**config.mk**
```make
export PLATFORM = sky130hd
export DESIGN_NAME = dominant_line_vote
export DESIGN_NICKNAME = d
export VERILOG_FILES = /design/src/hw/rtl/dlv_pkg.sv /design/src/hw/rtl/dlv_cell.sv /design/src/hw/rtl/dlv_divider.sv /design/src/hw/rtl/dominant_line_vote.sv
export VERILOG_INCLUDE_DIRS = /design/src /design/src/hw/rtl
export SDC_FILE = /design/constraint.sdc
export NUM_CORES = 1
export LEC_CHECK = 0
export BUFFER_PORTS_ARGS = -buffer_cell sky130_fd_sc_hd__buf_2
export CORE_MARGIN = 8
export CORE_UTILIZATION = 62
export CTS_CLUSTER_SIZE = 30
export DETAILED_ROUTE_END_ITERATION = 16
export GPL_ROUTABILITY_DRIVEN = 1
export GPL_TIMING_DRIVEN = 0
export PLACE_DENSITY = 0.8
export SYNTH_ARGS = -nofsm -noshare
export SYNTH_HDL_FRONTEND = slang
export SYNTH_SLANG_ARGS = --single-unit
```
**constraint.sdc**
```tcl
create_clock -name clk -period 4.8 [get_ports clk]
set_input_delay 0.24 -clock clk [delete_from_list [all_inputs] [get_ports clk]]
set_output_delay 0.24 -clock clk [all_outputs]
set_load 0.02 [all_outputs]
```
**src/hw/rtl/dominant_line_vote_macros.svh**
```systemverilog
// ---------------------------------------------------------------------------
// dominant_line_vote assertion macros
// Shorthand for clocked assertions with an active-low reset disable.
// ---------------------------------------------------------------------------
`ifndef DOMINANT_LINE_VOTE_MACROS_SVH
`define DOMINANT_LINE_VOTE_MACROS_SVH

// Same-cycle implication.
`define DLV_ASSERT_IMPL(label, clk, rst_n, ante, cons) \
    label: assert property (@(posedge clk) disable iff (!rst_n) (ante) |-> (cons)) \
        else $error("dominant_line_vote: same-cycle check failed");

// Next-cycle implication.
`define DLV_ASSERT_NEXT(label, clk, rst_n, ante, cons) \
    label: assert property (@(posedge clk) disable iff (!rst_n) (ante) |=> (cons)) \
        else $error("dominant_line_vote: next-cycle check failed");

`endif

```
**src/hw/rtl/dlv_pkg.sv**
```systemverilog
// ---------------------------------------------------------------------------
// dlv_pkg
// Item types, history cell types and fixed widths of the line vote block.
// ---------------------------------------------------------------------------
package dlv_pkg;

    localparam int RESP_W    = 24;
    localparam int LINE_W    = 4;
    localparam int OCC_W     = 5;
    localparam int RATIO_W   = 17;
    localparam int FRAC_BITS = 16;

    localparam logic [RESP_W-1:0]  THR_RESET = 24'd5000;
    localparam logic [OCC_W-1:0]   OCC_MAX   = 5'd31;
    localparam logic [RATIO_W-1:0] RATIO_MAX = 17'd65536;

    typedef struct packed {
        logic [RESP_W-1:0] response;
        logic              last_in_frame;
    } in_item_t;

    typedef struct packed {
        logic [LINE_W-1:0]  dominant_line;
        logic               dominant_valid;
        logic [OCC_W-1:0]   occurrences;
        logic [RATIO_W-1:0] ratio_q16;
        logic [RESP_W-1:0]  frame_max;
        logic [LINE_W-1:0]  frame_max_line;
    } out_item_t;

    // One history slot; valid low is the empty marker.
    typedef struct packed {
        logic              valid;
        logic [LINE_W-1:0] line;
    } hist_t;

    // Vote probe travelling down the cell row.
    typedef struct packed {
        logic              live;
        logic              none;
        logic [LINE_W-1:0] line;
    } probe_t;

endpackage

```
**src/hw/rtl/dlv_cell.sv**
```systemverilog
// ---------------------------------------------------------------------------
// dlv_cell
// One history slot plus one stage of the systolic vote counter.
// ---------------------------------------------------------------------------
module dlv_cell
    import dlv_pkg::*;
#(
    parameter int CNT_W = 5
)
(
    input  logic             clk,
    input  logic             rst_n,
    input  logic             shift_en,
    input  hist_t            hist_in,
    output hist_t            hist_out,
    input  probe_t           probe_in,
    input  logic [CNT_W-1:0] cnt_in,
    output probe_t           probe_out,
    output logic [CNT_W-1:0] cnt_out
);

    hist_t            hist_reg,  hist_next;
    probe_t           probe_reg, probe_next;
    logic [CNT_W-1:0] cnt_reg,   cnt_next;
    logic             match;

    always_comb
    begin
        if (probe_in.none)
        begin
            match = !hist_reg.valid;
        end
        else
        begin
            match = hist_reg.valid && (hist_reg.line == probe_in.line);
        end
        hist_next  = shift_en ? hist_in : hist_reg;
        probe_next = probe_in;
        cnt_next   = cnt_in + CNT_W'(match);
    end

    always_ff @(posedge clk or negedge rst_n)
    begin
        if (!rst_n)
        begin
            hist_reg  <= '0;
            probe_reg <= '0;
        end
        else
        begin
            hist_reg  <= hist_next;
            probe_reg <= probe_next;
        end
    end

    always_ff @(posedge clk)
    begin
        cnt_reg <= cnt_next;
    end

    assign hist_out  = hist_reg;
    assign probe_out = probe_reg;
    assign cnt_out   = cnt_reg;

endmodule

```
**src/hw/rtl/dlv_divider.sv**
```systemverilog
// ---------------------------------------------------------------------------
// dlv_divider
// Restoring divider, one quotient bit per cycle: (dividend << 16) / divisor
// for dividend <= divisor.
// ---------------------------------------------------------------------------
module dlv_divider
    import dlv_pkg::*;
(
    input  logic               clk,
    input  logic               rst_n,
    input  logic               start,
    input  logic [RESP_W-1:0]  dividend,
    input  logic [RESP_W-1:0]  divisor,
    output logic               done,
    output logic [RATIO_W-1:0] quotient
);

    localparam int STEP_W = $clog2(RATIO_W);
    localparam logic [STEP_W-1:0] STEP_LAST = STEP_W'(RATIO_W - 1);

    logic [RESP_W:0]    rem_reg,  rem_next;
    logic [RESP_W-1:0]  div_reg,  div_next;
    logic [RATIO_W-1:0] quo_reg,  quo_next;
    logic [STEP_W-1:0]  step_reg, step_next;
    logic               busy_reg, busy_next;
    logic               done_reg, done_next;
    logic [RESP_W:0]    trial;
    logic               ge;

    always_comb
    begin
        // first step tests the integer bit, later steps shift in a zero
        trial = (step_reg == '0) ? rem_reg : {rem_reg[RESP_W-1:0], 1'b0};
        ge    = (trial >= {1'b0, div_reg});

        rem_next  = rem_reg;
        div_next  = div_reg;
        quo_next  = quo_reg;
        step_next = step_reg;
        busy_next = busy_reg;
        done_next = 1'b0;

        if (start)
        begin
            rem_next  = {1'b0, dividend};
            div_next  = divisor;
            quo_next  = '0;
            step_next = '0;
            busy_next = 1'b1;
        end
        else if (busy_reg)
        begin
            rem_next  = ge ? (trial - {1'b0, div_reg}) : trial;
            quo_next  = {quo_reg[RATIO_W-2:0], ge};
            step_next = step_reg + STEP_W'(1);
            if (step_reg == STEP_LAST)
            begin
                busy_next = 1'b0;
                done_next = 1'b1;
            end
        end
    end

    always_ff @(posedge clk or negedge rst_n)
    begin
        if (!rst_n)
        begin
            busy_reg <= 1'b0;
            done_reg <= 1'b0;
            step_reg <= '0;
        end
        else
        begin
            busy_reg <= busy_next;
            done_reg <= done_next;
            step_reg <= step_next;
        end
    end

    always_ff @(posedge clk)
    begin
        rem_reg <= rem_next;
        div_reg <= div_next;
        quo_reg <= quo_next;
    end

    assign done     = done_reg;
    assign quotient = quo_reg;

endmodule

```
**src/hw/rtl/dominant_line_vote.sv**
```systemverilog
// ---------------------------------------------------------------------------
// dominant_line_vote
// Per-frame strongest line with a sliding-window majority vote over frames.
// ---------------------------------------------------------------------------
// Line responses of a frame arrive one item each. The closing item starts
// the frame-end sequence, during which in_stall is high: the winner is
// pushed into the history row if the frame maximum exceeds the threshold,
// MAX_LINES + 1 vote probes travel the row of history cells, a decision
// state follows, and, when a ratio is due, the 17-step ratio divider runs.
// The frame-end time is set by the cell row length, the divider and any
// result still waiting in the output register. The result sits in an
// output register, so the next frame is accepted while it waits; a second
// result waits until the first is taken.
// ---------------------------------------------------------------------------
`include "dominant_line_vote_macros.svh"

module dominant_line_vote
    import dlv_pkg::*;
#(
    parameter int MAX_LINES     = 16,
    parameter int HISTORY_DEPTH = 16
)
(
    input  logic              clk,
    input  logic              rst_n,
    // threshold register
    input  logic              cfg_wr_en,
    input  logic [RESP_W-1:0] cfg_wr_data,
    // line responses
    input  logic              in_valid,
    output logic              in_stall,
    input  in_item_t          in_item,
    // frame results
    output logic              out_valid,
    input  logic              out_stall,
    output out_item_t         out_item
);

    localparam int LC_W  = $clog2(MAX_LINES + 1);
    localparam int IDX_W = $clog2(MAX_LINES);
    localparam int CNT_W = $clog2(HISTORY_DEPTH + 1);

    localparam logic [2:0] ST_IDLE   = 3'd0;
    localparam logic [2:0] ST_PUSH   = 3'd1;
    localparam logic [2:0] ST_VOTE   = 3'd2;
    localparam logic [2:0] ST_DECIDE = 3'd3;
    localparam logic [2:0] ST_DIV    = 3'd4;
    localparam logic [2:0] ST_DONE   = 3'd5;

    // control state
    logic [2:0]        state_reg,  state_next;
    logic [RESP_W-1:0] thr_reg,    thr_next;
    logic [LC_W-1:0]   lc_reg,     lc_next;
    logic [RESP_W-1:0] max_reg,    max_next;
    logic [LINE_W-1:0] mline_reg,  mline_next;
    logic [LC_W-1:0]   inj_reg,    inj_next;
    logic              inj_on_reg, inj_on_next;
    logic [CNT_W-1:0]  best_cnt_reg,   best_cnt_next;
    logic [LINE_W-1:0] best_line_reg,  best_line_next;
    logic              best_valid_reg, best_valid_next;
    logic              out_valid_reg,  out_valid_next;

    // payload
    logic [RESP_W-1:0]  resp_mem [MAX_LINES];
    logic [RATIO_W-1:0] ratio_reg, ratio_next;
    out_item_t          out_item_reg, out_item_next;

    logic               in_acc;
    logic               stored;
    logic               push_en;
    logic               out_load;
    logic               div_start;
    logic               div_done;
    logic [RATIO_W-1:0] div_quo;
    logic               ratio_ok;

    hist_t              hist_w  [HISTORY_DEPTH + 1];
    probe_t             probe_w [HISTORY_DEPTH + 1];
    logic [CNT_W-1:0]   cnt_w   [HISTORY_DEPTH + 1];
    probe_t             tail;
    logic [CNT_W-1:0]   tail_cnt;

    assign in_acc  = in_valid && !in_stall;
    assign in_stall = (state_reg != ST_IDLE);
    assign stored  = (lc_reg < LC_W'(MAX_LINES));
    assign push_en = (state_reg == ST_PUSH) && (max_reg > thr_reg);

    // new history entry enters at the head of the cell row
    assign hist_w[0] = '{valid: 1'b1, line: mline_reg};

    // probes: lines from the highest down, then the empty marker
    always_comb
    begin
        probe_w[0].live = (state_reg == ST_VOTE) && inj_on_reg;
        probe_w[0].none = (inj_reg == '0);
        probe_w[0].line = LINE_W'(inj_reg - LC_W'(1));
        cnt_w[0]        = '0;
    end

    genvar k;
    generate
        for (k = 0; k < HISTORY_DEPTH; k++)
        begin : g_cell
            dlv_cell #(
                .CNT_W (CNT_W)
            ) u_cell (
                .clk       (clk),
                .rst_n     (rst_n),
                .shift_en  (push_en),
                .hist_in   (hist_w[k]),
                .hist_out  (hist_w[k + 1]),
                .probe_in  (probe_w[k]),
                .cnt_in    (cnt_w[k]),
                .probe_out (probe_w[k + 1]),
                .cnt_out   (cnt_w[k + 1])
            );
        end
    endgenerate

    assign tail     = probe_w[HISTORY_DEPTH];
    assign tail_cnt = cnt_w[HISTORY_DEPTH];

    // winner's response is only meaningful if that line arrived this frame
    assign ratio_ok  = best_valid_reg && (max_reg != '0) &&
                       (32'(best_line_reg) < 32'(lc_reg));
    assign div_start = (state_reg == ST_DECIDE) && ratio_ok;

    dlv_divider u_div (
        .clk      (clk),
        .rst_n    (rst_n),
        .start    (div_start),
        .dividend (resp_mem[best_line_reg[IDX_W-1:0]]),
        .divisor  (max_reg),
        .done     (div_done),
        .quotient (div_quo)
    );

    assign out_load = (state_reg == ST_DONE) && (!out_valid_reg || !out_stall);

    always_comb
    begin
        state_next      = state_reg;
        thr_next        = cfg_wr_en ? cfg_wr_data : thr_reg;
        lc_next         = lc_reg;
        max_next        = max_reg;
        mline_next      = mline_reg;
        inj_next        = inj_reg;
        inj_on_next     = inj_on_reg;
        best_cnt_next   = best_cnt_reg;
        best_line_next  = best_line_reg;
        best_valid_next = best_valid_reg;
        ratio_next      = ratio_reg;
        out_item_next   = out_item_reg;
        out_valid_next  = out_valid_reg && out_stall;

        unique case (state_reg)
            ST_IDLE:
            begin
                if (in_acc)
                begin
                    // items past the line capacity only matter for the frame mark
                    if (stored)
                    begin
                        if (in_item.response > max_reg)
                        begin
                            max_next   = in_item.response;
                            mline_next = LINE_W'(lc_reg);
                        end
                        lc_next = lc_reg + LC_W'(1);
                    end
                    if (in_item.last_in_frame)
                    begin
                        state_next = ST_PUSH;
                    end
                end
            end
            ST_PUSH:
            begin
                inj_next        = LC_W'(MAX_LINES);
                inj_on_next     = 1'b1;
                best_cnt_next   = '0;
                best_line_next  = '0;
                best_valid_next = 1'b0;
                state_next      = ST_VOTE;
            end
            ST_VOTE:
            begin
                if (inj_on_reg)
                begin
                    if (inj_reg == '0)
                    begin
                        inj_on_next = 1'b0;
                    end
                    else
                    begin
                        inj_next = inj_reg - LC_W'(1);
                    end
                end
                // strict compare: higher lines come first and keep ties,
                // the empty marker comes last and loses ties
                if (tail.live)
                begin
                    if (tail_cnt > best_cnt_reg)
                    begin
                        best_cnt_next   = tail_cnt;
                        best_line_next  = tail.none ? '0 : tail.line;
                        best_valid_next = !tail.none;
                    end
                    if (tail.none)
                    begin
                        state_next = ST_DECIDE;
                    end
                end
            end
            ST_DECIDE:
            begin
                ratio_next = '0;
                state_next = ratio_ok ? ST_DIV : ST_DONE;
            end
            ST_DIV:
            begin
                if (div_done)
                begin
                    ratio_next = div_quo;
                    state_next = ST_DONE;
                end
            end
            ST_DONE:
            begin
                if (out_load)
                begin
                    out_item_next.dominant_line  = best_line_reg;
                    out_item_next.dominant_valid = best_valid_reg;
                    out_item_next.occurrences    = (32'(best_cnt_reg) > 32'(OCC_MAX)) ?
                                                   OCC_MAX : OCC_W'(best_cnt_reg);
                    out_item_next.ratio_q16      = ratio_reg;
                    out_item_next.frame_max      = max_reg;
                    out_item_next.frame_max_line = mline_reg;
                    out_valid_next = 1'b1;
                    lc_next        = '0;
                    max_next       = '0;
                    mline_next     = '0;
                    state_next     = ST_IDLE;
                end
            end
            default:
            begin
                state_next = ST_IDLE;
            end
        endcase
    end

    always_ff @(posedge clk or negedge rst_n)
    begin
        if (!rst_n)
        begin
            state_reg      <= ST_IDLE;
            thr_reg        <= THR_RESET;
            lc_reg         <= '0;
            max_reg        <= '0;
            mline_reg      <= '0;
            inj_reg        <= '0;
            inj_on_reg     <= 1'b0;
            best_cnt_reg   <= '0;
            best_line_reg  <= '0;
            best_valid_reg <= 1'b0;
            out_valid_reg  <= 1'b0;
        end
        else
        begin
            state_reg      <= state_next;
            thr_reg        <= thr_next;
            lc_reg         <= lc_next;
            max_reg        <= max_next;
            mline_reg      <= mline_next;
            inj_reg        <= inj_next;
            inj_on_reg     <= inj_on_next;
            best_cnt_reg   <= best_cnt_next;
            best_line_reg  <= best_line_next;
            best_valid_reg <= best_valid_next;
            out_valid_reg  <= out_valid_next;
        end
    end

    always_ff @(posedge clk)
    begin
        ratio_reg    <= ratio_next;
        out_item_reg <= out_item_next;
        if (in_acc && stored)
        begin
            resp_mem[lc_reg[IDX_W-1:0]] <= in_item.response;
        end
    end

    assign out_valid = out_valid_reg;
    assign out_item  = out_item_reg;

    // divider runs only for a real winner against a nonzero maximum
    `DLV_ASSERT_IMPL(a_div_start_ok, clk, rst_n, div_start, best_valid_reg && (max_reg != '0))
    // the empty marker winning gives no line and no ratio
    `DLV_ASSERT_IMPL(a_none_quiet, clk, rst_n, out_valid_reg && !out_item_reg.dominant_valid, (out_item_reg.ratio_q16 == '0) && (out_item_reg.dominant_line == '0))
    `DLV_ASSERT_IMPL(a_ratio_range, clk, rst_n, out_valid_reg, out_item_reg.ratio_q16 <= RATIO_MAX)
    // frame state is cleared when the result is loaded
    `DLV_ASSERT_NEXT(a_frame_cleared, clk, rst_n, out_load, (lc_reg == '0) && (max_reg == '0) && out_valid_reg && (state_reg == ST_IDLE))

endmodule
```
==> results of run 1 <==
how the worst max path moves through the flow:
| stage | to | start | slack, ns | cells after the start |
|---|---|---|---|---|
| finish | u_div.rem_reg[15] | u_div.step_reg[0] | 0.26 | 16 |
| global route | u_div.rem_reg[23] | u_div.step_reg[0] | 0.07 | 14 |
| CTS | u_div.rem_reg[21] | u_div.step_reg[0] | 0.34 | 16 |
| detailed placement | u_div.rem_reg[21] | u_div.step_reg[0] | -0.15 | 15 |
| global placement | resp_mem[2][13] | state_reg[2] | -1.11 | 5 |
| floorplan | u_div.rem_reg[20] | u_div.step_reg[0] | 0.92 | 15 |
Yosys cell counts (all sizes together), types with 4 or more instances:
cell type	count	area, um2
xnor2	38	332.8
o21ai	64	320.3
nand2b	10	62.56
a21oi	38	190.2
buf	36	187.7
nor2b	6	37.54
mux4	120	2703
mux2	103	1160
mux2i	52	520.5
a311oi	4	41.29
nand3	60	305.3
and2	20	125.1
dfrtp	255	6381
dfxtp	88	1762
inv	141	529.3
nor4	22	137.6
nor3	10	50.05
edfxtp	504	15130
o211ai	17	127.6
a22o	9	78.83
nor2	60	225.2
ha	117	1464
clkbuf	40	150.1
a211oi	4	40.03
or3	5	31.28
dfstp	5	131.4
o221ai	6	70.07
nand4	21	131.4
nand2	131	491.7
o21a	6	45.04
nor3b	5	42.54
a21o	33	247.7
xor2	91	797.0
nand3b	5	37.54
and3	9	56.30
final cells by class:
cell class	count	share of cell area
Clock buffer	112	0.05728
Timing Repair Buffer	170	0.03395
Buffer	76	0.008598
Clock inverter	44	0.01027
Tap cell	748	0.02364
Sequential cell	852	0.5914
Inverter	141	0.01337
Antenna cell	4	0.0002529
Multi-Input combinational cell	1103	0.2613
logic make-up after synthesis:
| kind of cell | after synthesis | synth area share |
|---|---|---|
| muxes | 275 | 0.1270 |
| xor gates and xnor gates | 129 | 0.03274 |
| AOI/OAI and AO/OA | 209 | 0.04108 |
| buffers and inverters | 217 | 0.02513 |
| DFF | 852 | 0.6784 |
| and+or+nand+nor | 372 | 0.05265 |
| adders and majority gates | 118 | 0.04300 |
routing by layer:
metal  wire length (um)  track usage  up-vias  part of all wire
met5                 13            0        -           0.00015
met4               3651       0.1197        2             0.041
met3               7607      0.06030      243             0.086
met2              44150       0.4734     1097              0.50
met1              32720       0.3496    10320              0.37
li1                   -            -     8593                 -
power by group:
group          leakage [uW]  switching, uW  total [uW]  internal, uW
registers           0.00854            920        9870          8950
clock network       0.00129           2850        6380          3530
logic               0.00582           2630        4450          1820
through the flow:
| step | hold WS [ns] | util |
|---|---|---|
| floorplan | -0.05559 | - |
| finish | 0.02755 | 0.7185 |
| detailed placement | 0.1031 | 0.6630 |
| global placement | 0.3343 | 0.6532 |
| CTS | 0.003115 | 0.7183 |
| global route | 0.02174 | 0.7183 |
layout by cell type, fill, tap and decap left out, types with 6 or more instances in the layout:
cell	synthesis	final
a21o_1	33	33
a21oi_1	38	38
a22o_1	9	9
and2_1	20	20
and3_1	9	9
buf_1	7	7
buf_16	0	7
buf_2	27	135
buf_6	1	11
clkbuf_1	40	60
clkbuf_16	0	84
clkbuf_8	0	6
clkinv_1	0	16
clkinv_2	0	13
dfrtp_1	255	255
dfxtp_1	88	88
dlygate4sd3_1	0	35
edfxtp_1	504	504
ha_1	117	117
inv_1	139	138
mux2_2	103	103
mux2i_1	52	52
mux4_2	120	120
nand2_1	131	131
nand2b_1	10	10
nand3_1	59	59
nand4_1	21	21
nor2_1	60	48
nor2_4	0	12
nor2b_1	6	6
nor3_1	10	6
nor4_1	22	22
o211ai_1	17	17
o21a_1	6	6
o21ai_0	62	62
xnor2_1	38	38
xor2_1	91	91
repair_timing:
item                                    in CTS  in global routing
setup buffers                                3                  0
hold buffers                                35                  0
endpoints found under the setup margin      24                  0
gates resized for setup                      2                  0
endpoints found under the hold margin      227                  0
critical path, cell delays in order, from the launching register on:
cell and delay (ns):
dfrtp_1 0.44, inv_1 0.08, ha_1 0.19, nor4b_4 0.20, buf_4 0.20, clkbuf_2 0.33
mux2_2 0.41, ha_1 0.36, nand3_2 0.15, o221ai_4 0.32, a211oi_2 0.18, o41ai_4 0.51
a21o_1 0.21, buf_6 0.14, buf_2 0.28, nand4_1 0.19, o211ai_1 0.17
==> flow_summary.ini, run 1 <==
[outcome]
status = finished, final reports clean

[clock_network]
clock-sinks = 852
clock_latency_ns = 0.65
htree_num_levels = 3
cts-buffers-inserted = 84
root_buffer = clkbuf_16
clk_pin_slew_ns = 0.06
tritoncts = yes
clockBufferDepth = 3

[global_route]
grt_pass1_wl_um = 132300
grt_antenna_before_repair = 3
grt_max_degree = 129
first_global_vias = 21260
grt_overflow_total = 0
gr-usage-all-layers = 0.2799

[worst_setup_path]
crit_arrival_ns = 4.99
r2r_slack_ns = 0.26
r2r_start = u_div.step_reg[0]
cp.required_ns = 5.25
crit_fanout = 10
worst_setup_path_end_kind = flip-flop
cp-start-kind = flip-flop
rr_endpoint = u_div.rem_reg[15]
setup.worst_path.class = flip-flop to flip-flop
r2r_cells = 16

[routing]
dr_total_vias = 20250
drt_iter0_drc = 2120
detail_route.wl_per_cell_um = 27.12
wirelength_um = 88140
drc = 0
drtPass1Iterations = 5
detail-route-antenna-nets = 0
vias_per_cell = 6.232

[pwr]
powerDensity_mw_per_mm2 = 523.1
vdd_drop_max_v = 0.0003745
power_uw = 20710
leakagePower_uw = 0.01565

[timing]
tightestPinTransition_ns = 1.236
slew_headroom = 0.1757
period_share = 0.9456
setup_tns_ns = 0
drv_slew = 0
finalSetupViolCount = 0
rsz0062_at_grt = no
setup_slack_ns = 0.2610
hold_viol = 0
clock_skew_ns = 0.03652
clock.fmax_mhz = 220.3
layout_min_cycle_time_ns = 4.539

[placed_design]
post-place-cells = 3052
gp_congestion = 0.8781
dpl_cell_area_mm2 = 0.03652
place_ws_ns = -0.1507
dp_hpwl_um = 55980
port_buffers = 109

[layout]
drive_above_1_share = 0.2182
finalNetCount = 2600
fin_cells = 3250
syn_to_final_growth_pct = 14.71
fin_area_mm2 = 0.03958
multi_input_area_mm2 = 0.01034
seqCellArea_mm2 = 0.02341
largest_reg_flops = 384
nFillCells = 3332

[floorplanning]
coreArea_mm2 = 0.05509
die_h_um = 251.9
io_pins = 111
initial_core_util = 0.6263
die_area_mm2 = 0.06346
rows = 86
dieWidth_um = 251.9

[logic_synthesis]
async_flop_share = 0.3052
yosysWarnings = 0
ys_seq_elements = 852
syn_area_mm2 = 0.03451
synthCells = 2172
synthFlopType = edfxtp_1
ys_seq_area_frac = 0.6784
syn-num-nets = 2344
yosysUniqueCellTypes = 68
synth.avg_cell_area_um2 = 15.89
synth_edf_count = 504

[job]
maxCapViolations = 0

[hold_path]
hold_path.class = primary input to async pin
No activity file was read; power rests on OpenSTA's default activity.
==> run 2: changes to the inputs <==
--- a/config.mk
+++ b/config.mk
@@ -8,12 +8,12 @@
 export LEC_CHECK = 0
 export BUFFER_PORTS_ARGS = -buffer_cell sky130_fd_sc_hd__buf_2
 export CORE_MARGIN = 8
-export CORE_UTILIZATION = 62
+export CORE_UTILIZATION = 56
 export CTS_CLUSTER_SIZE = 30
 export DETAILED_ROUTE_END_ITERATION = 16
 export GPL_ROUTABILITY_DRIVEN = 1
 export GPL_TIMING_DRIVEN = 0
-export PLACE_DENSITY = 0.8
+export PLACE_DENSITY = 0.76
 export SYNTH_ARGS = -nofsm -noshare
 export SYNTH_HDL_FRONTEND = slang
 export SYNTH_SLANG_ARGS = --single-unit
==> constraint.sdc (replaced) <==
create_clock -name clk -period 4.1 [get_ports clk]
set_input_delay 0.205 -clock clk [delete_from_list [all_inputs] [get_ports clk]]
set_output_delay 0.205 -clock clk [all_outputs]
set_load 0.02 [all_outputs]
==> flow_summary.ini, run 2 (synthesized netlist as in run 1, its figures left out) <==
[layout]
nFillCells = 3994
drive_above_1_share = 0.2273
mostFrequentLayoutCells = edfxtp_1 (504), dfrtp_1 (255), inv_1 (138)
seqCellArea_mm2 = 0.02341
largest_reg_flops = 384
multi_input_area_mm2 = 0.01041
syn_to_final_growth_pct = 16.45
finalNetCount = 2620
layout_commonest_cell = edfxtp_1
n_antenna_cell = 0

[worst_setup_path]
cp_cell_sequence = inv_1 -> ha_1 -> nor4b_4 -> buf_6 -> buf_4 -> mux2_2 -> ha_1 -> a21oi_1 -> o221ai_4 -> a211oi_4 -> o41ai_4 -> a21o_1 -> buf_6 -> clkbuf_4 -> o21ai_0 -> a21oi_1
crit_slowest_cell = dfrtp_1
cp-start-kind = flip-flop
slowest_delay_ns = 0.42
crit_arrival_ns = 4.33
rr_endpoint = u_div.rem_reg[21]
r2r_cells = 16
r2r_slack_ns = 0.14
crit_family = compound AO/OA/AOI/OAI gates
crit_buf_inv = 5
setup.worst_path.class = flip-flop to flip-flop
cp.required_ns = 4.48
r2r_start = u_div.step_reg[0]
crit_fanout = 10
worst_setup_path_end_kind = flip-flop

[placed_design]
dp_hpwl_um = 54360
place_ws_ns = -0.7947
gp_congestion = 0.8825
port_buffers = 109

[job]
maxCapViolations = 0

[timing]
setup_slack_ns = 0.1448
clock.fmax_mhz = 252.8
layout_min_cycle_time_ns = 3.955
slew_headroom = 0.1342
tightestPinTransition_ns = 1.296
drv_slew = 0
finalSetupViolCount = 0
hold_viol = 0
clock_skew_ns = 0.02369
period_share = 0.9647

[clock_network]
clockBufferDepth = 3
cts-buffers-inserted = 86
tritoncts = yes
clock-sinks = 852
clk_pin_slew_ns = 0.06
root_buffer = clkbuf_16
clock_latency_ns = 0.64
htree_num_levels = 3

[routing]
dr_total_vias = 19790
wirelength_um = 82050
vias_per_cell = 5.983
drt_iter0_drc = 1804
drc = 0
detail-route-antenna-nets = 0
detail_route.wl_per_cell_um = 24.81
drtPass1Iterations = 6

[global_route]
grt_pass1_wl_um = 123900
grt_overflow_total = 0
gr-usage-all-layers = 0.2335
grt_max_degree = 119
grt_antenna_before_repair = 1
first_global_vias = 20720

[floorplanning]
rows = 91
die_area_mm2 = 0.06982
initial_core_util = 0.5623
dieWidth_um = 264.2
coreArea_mm2 = 0.06137
io_pins = 111
die_h_um = 264.2

[pwr]
power_uw = 24790
powerDensity_mw_per_mm2 = 616.8
vdd_drop_max_v = 0.0004075
leakagePower_uw = 0.01591

[hold_path]
hold_path.class = primary input to async pin

[outcome]
status = finished, final reports clean
## run 2: what timing repair did
item	4_1_cts	5_1_grt
hold buffers	53	1
setup endpoints to repair	50	25
hold endpoints to repair	295	1
setup buffers	3	1
pin swaps	1	3
gates resized for setup	9	18
## run 2: layer usage
layer	routed length (um)	up-vias	global-route usage	share of wire
li1	-	8657	-	-
met1	31720	10140	0.2935	0.39
met2	41820	823	0.4040	0.51
met3	6097	161	0.04426	0.074
met4	2390	2	0.08325	0.029
met5	10	-	0	0.00012
## run 2: where the power goes
group | internal, uW | switching [uW]
Sequential | 10500 | 981
Clock | 4860 | 3330
Combinational | 2180 | 2950
Total | 17500 | 7260
## run 2: worst max path at each step
stage	slack, ns	depth (start not counted)	from	end
2_1_floorplan	0.22	15	u_div.step_reg[0]	u_div.rem_reg[20]
6_report	0.14	16	u_div.step_reg[0]	u_div.rem_reg[21]
5_1_grt	-0.006	17	u_div.step_reg[0]	u_div.rem_reg[20]
3_5_place_dp	-0.79	13	u_div.step_reg[0]	u_div.rem_reg[23]
3_3_place_gp	-1.80	5	state_reg[2]	resp_mem[0][9]
4_1_cts	0.005	16	u_div.step_reg[0]	u_div.rem_reg[3]
## run 2: final cells by class
class,count,share of cell area
sequential,852,0.5825
multi-input combinational,1103,0.2590
clock buffer,110,0.05782
timing repair buffer,190,0.03808
tap,790,0.02460
clock inverter,47,0.01610
inverter,141,0.01317
buffer,74,0.008656
## run 2: worst register-to-register path, cell delays in order, from the launching register on
cell and delay [ns]:
dfrtp_1 0.42, inv_1 0.08, ha_1 0.18, nor4b_4 0.22, buf_6 0.18, buf_4 0.15, mux2_2 0.37, ha_1 0.30
a21oi_1 0.31, o221ai_4 0.22, a211oi_4 0.36, o41ai_4 0.10, a21o_1 0.20, buf_6 0.14, clkbuf_4 0.19, o21ai_0 0.16
a21oi_1 0.12
## run 2: through the flow
step	std cells	instance area, um2	setup TNS (ns)	util	hold slack, ns
after floorplan	2172	34510	0	-	-0.09059
after global placement	3071	36040	-674.69	0.5873	0.3323
after detailed placement	3094	36560	-18.64	0.5958	0.07442
after CTS	3307	40110	0	0.6535	0.0007536
after global routing	3307	40180	-0.01469	0.6548	0.02843
final	3307	40180	0	0.6548	0.01574
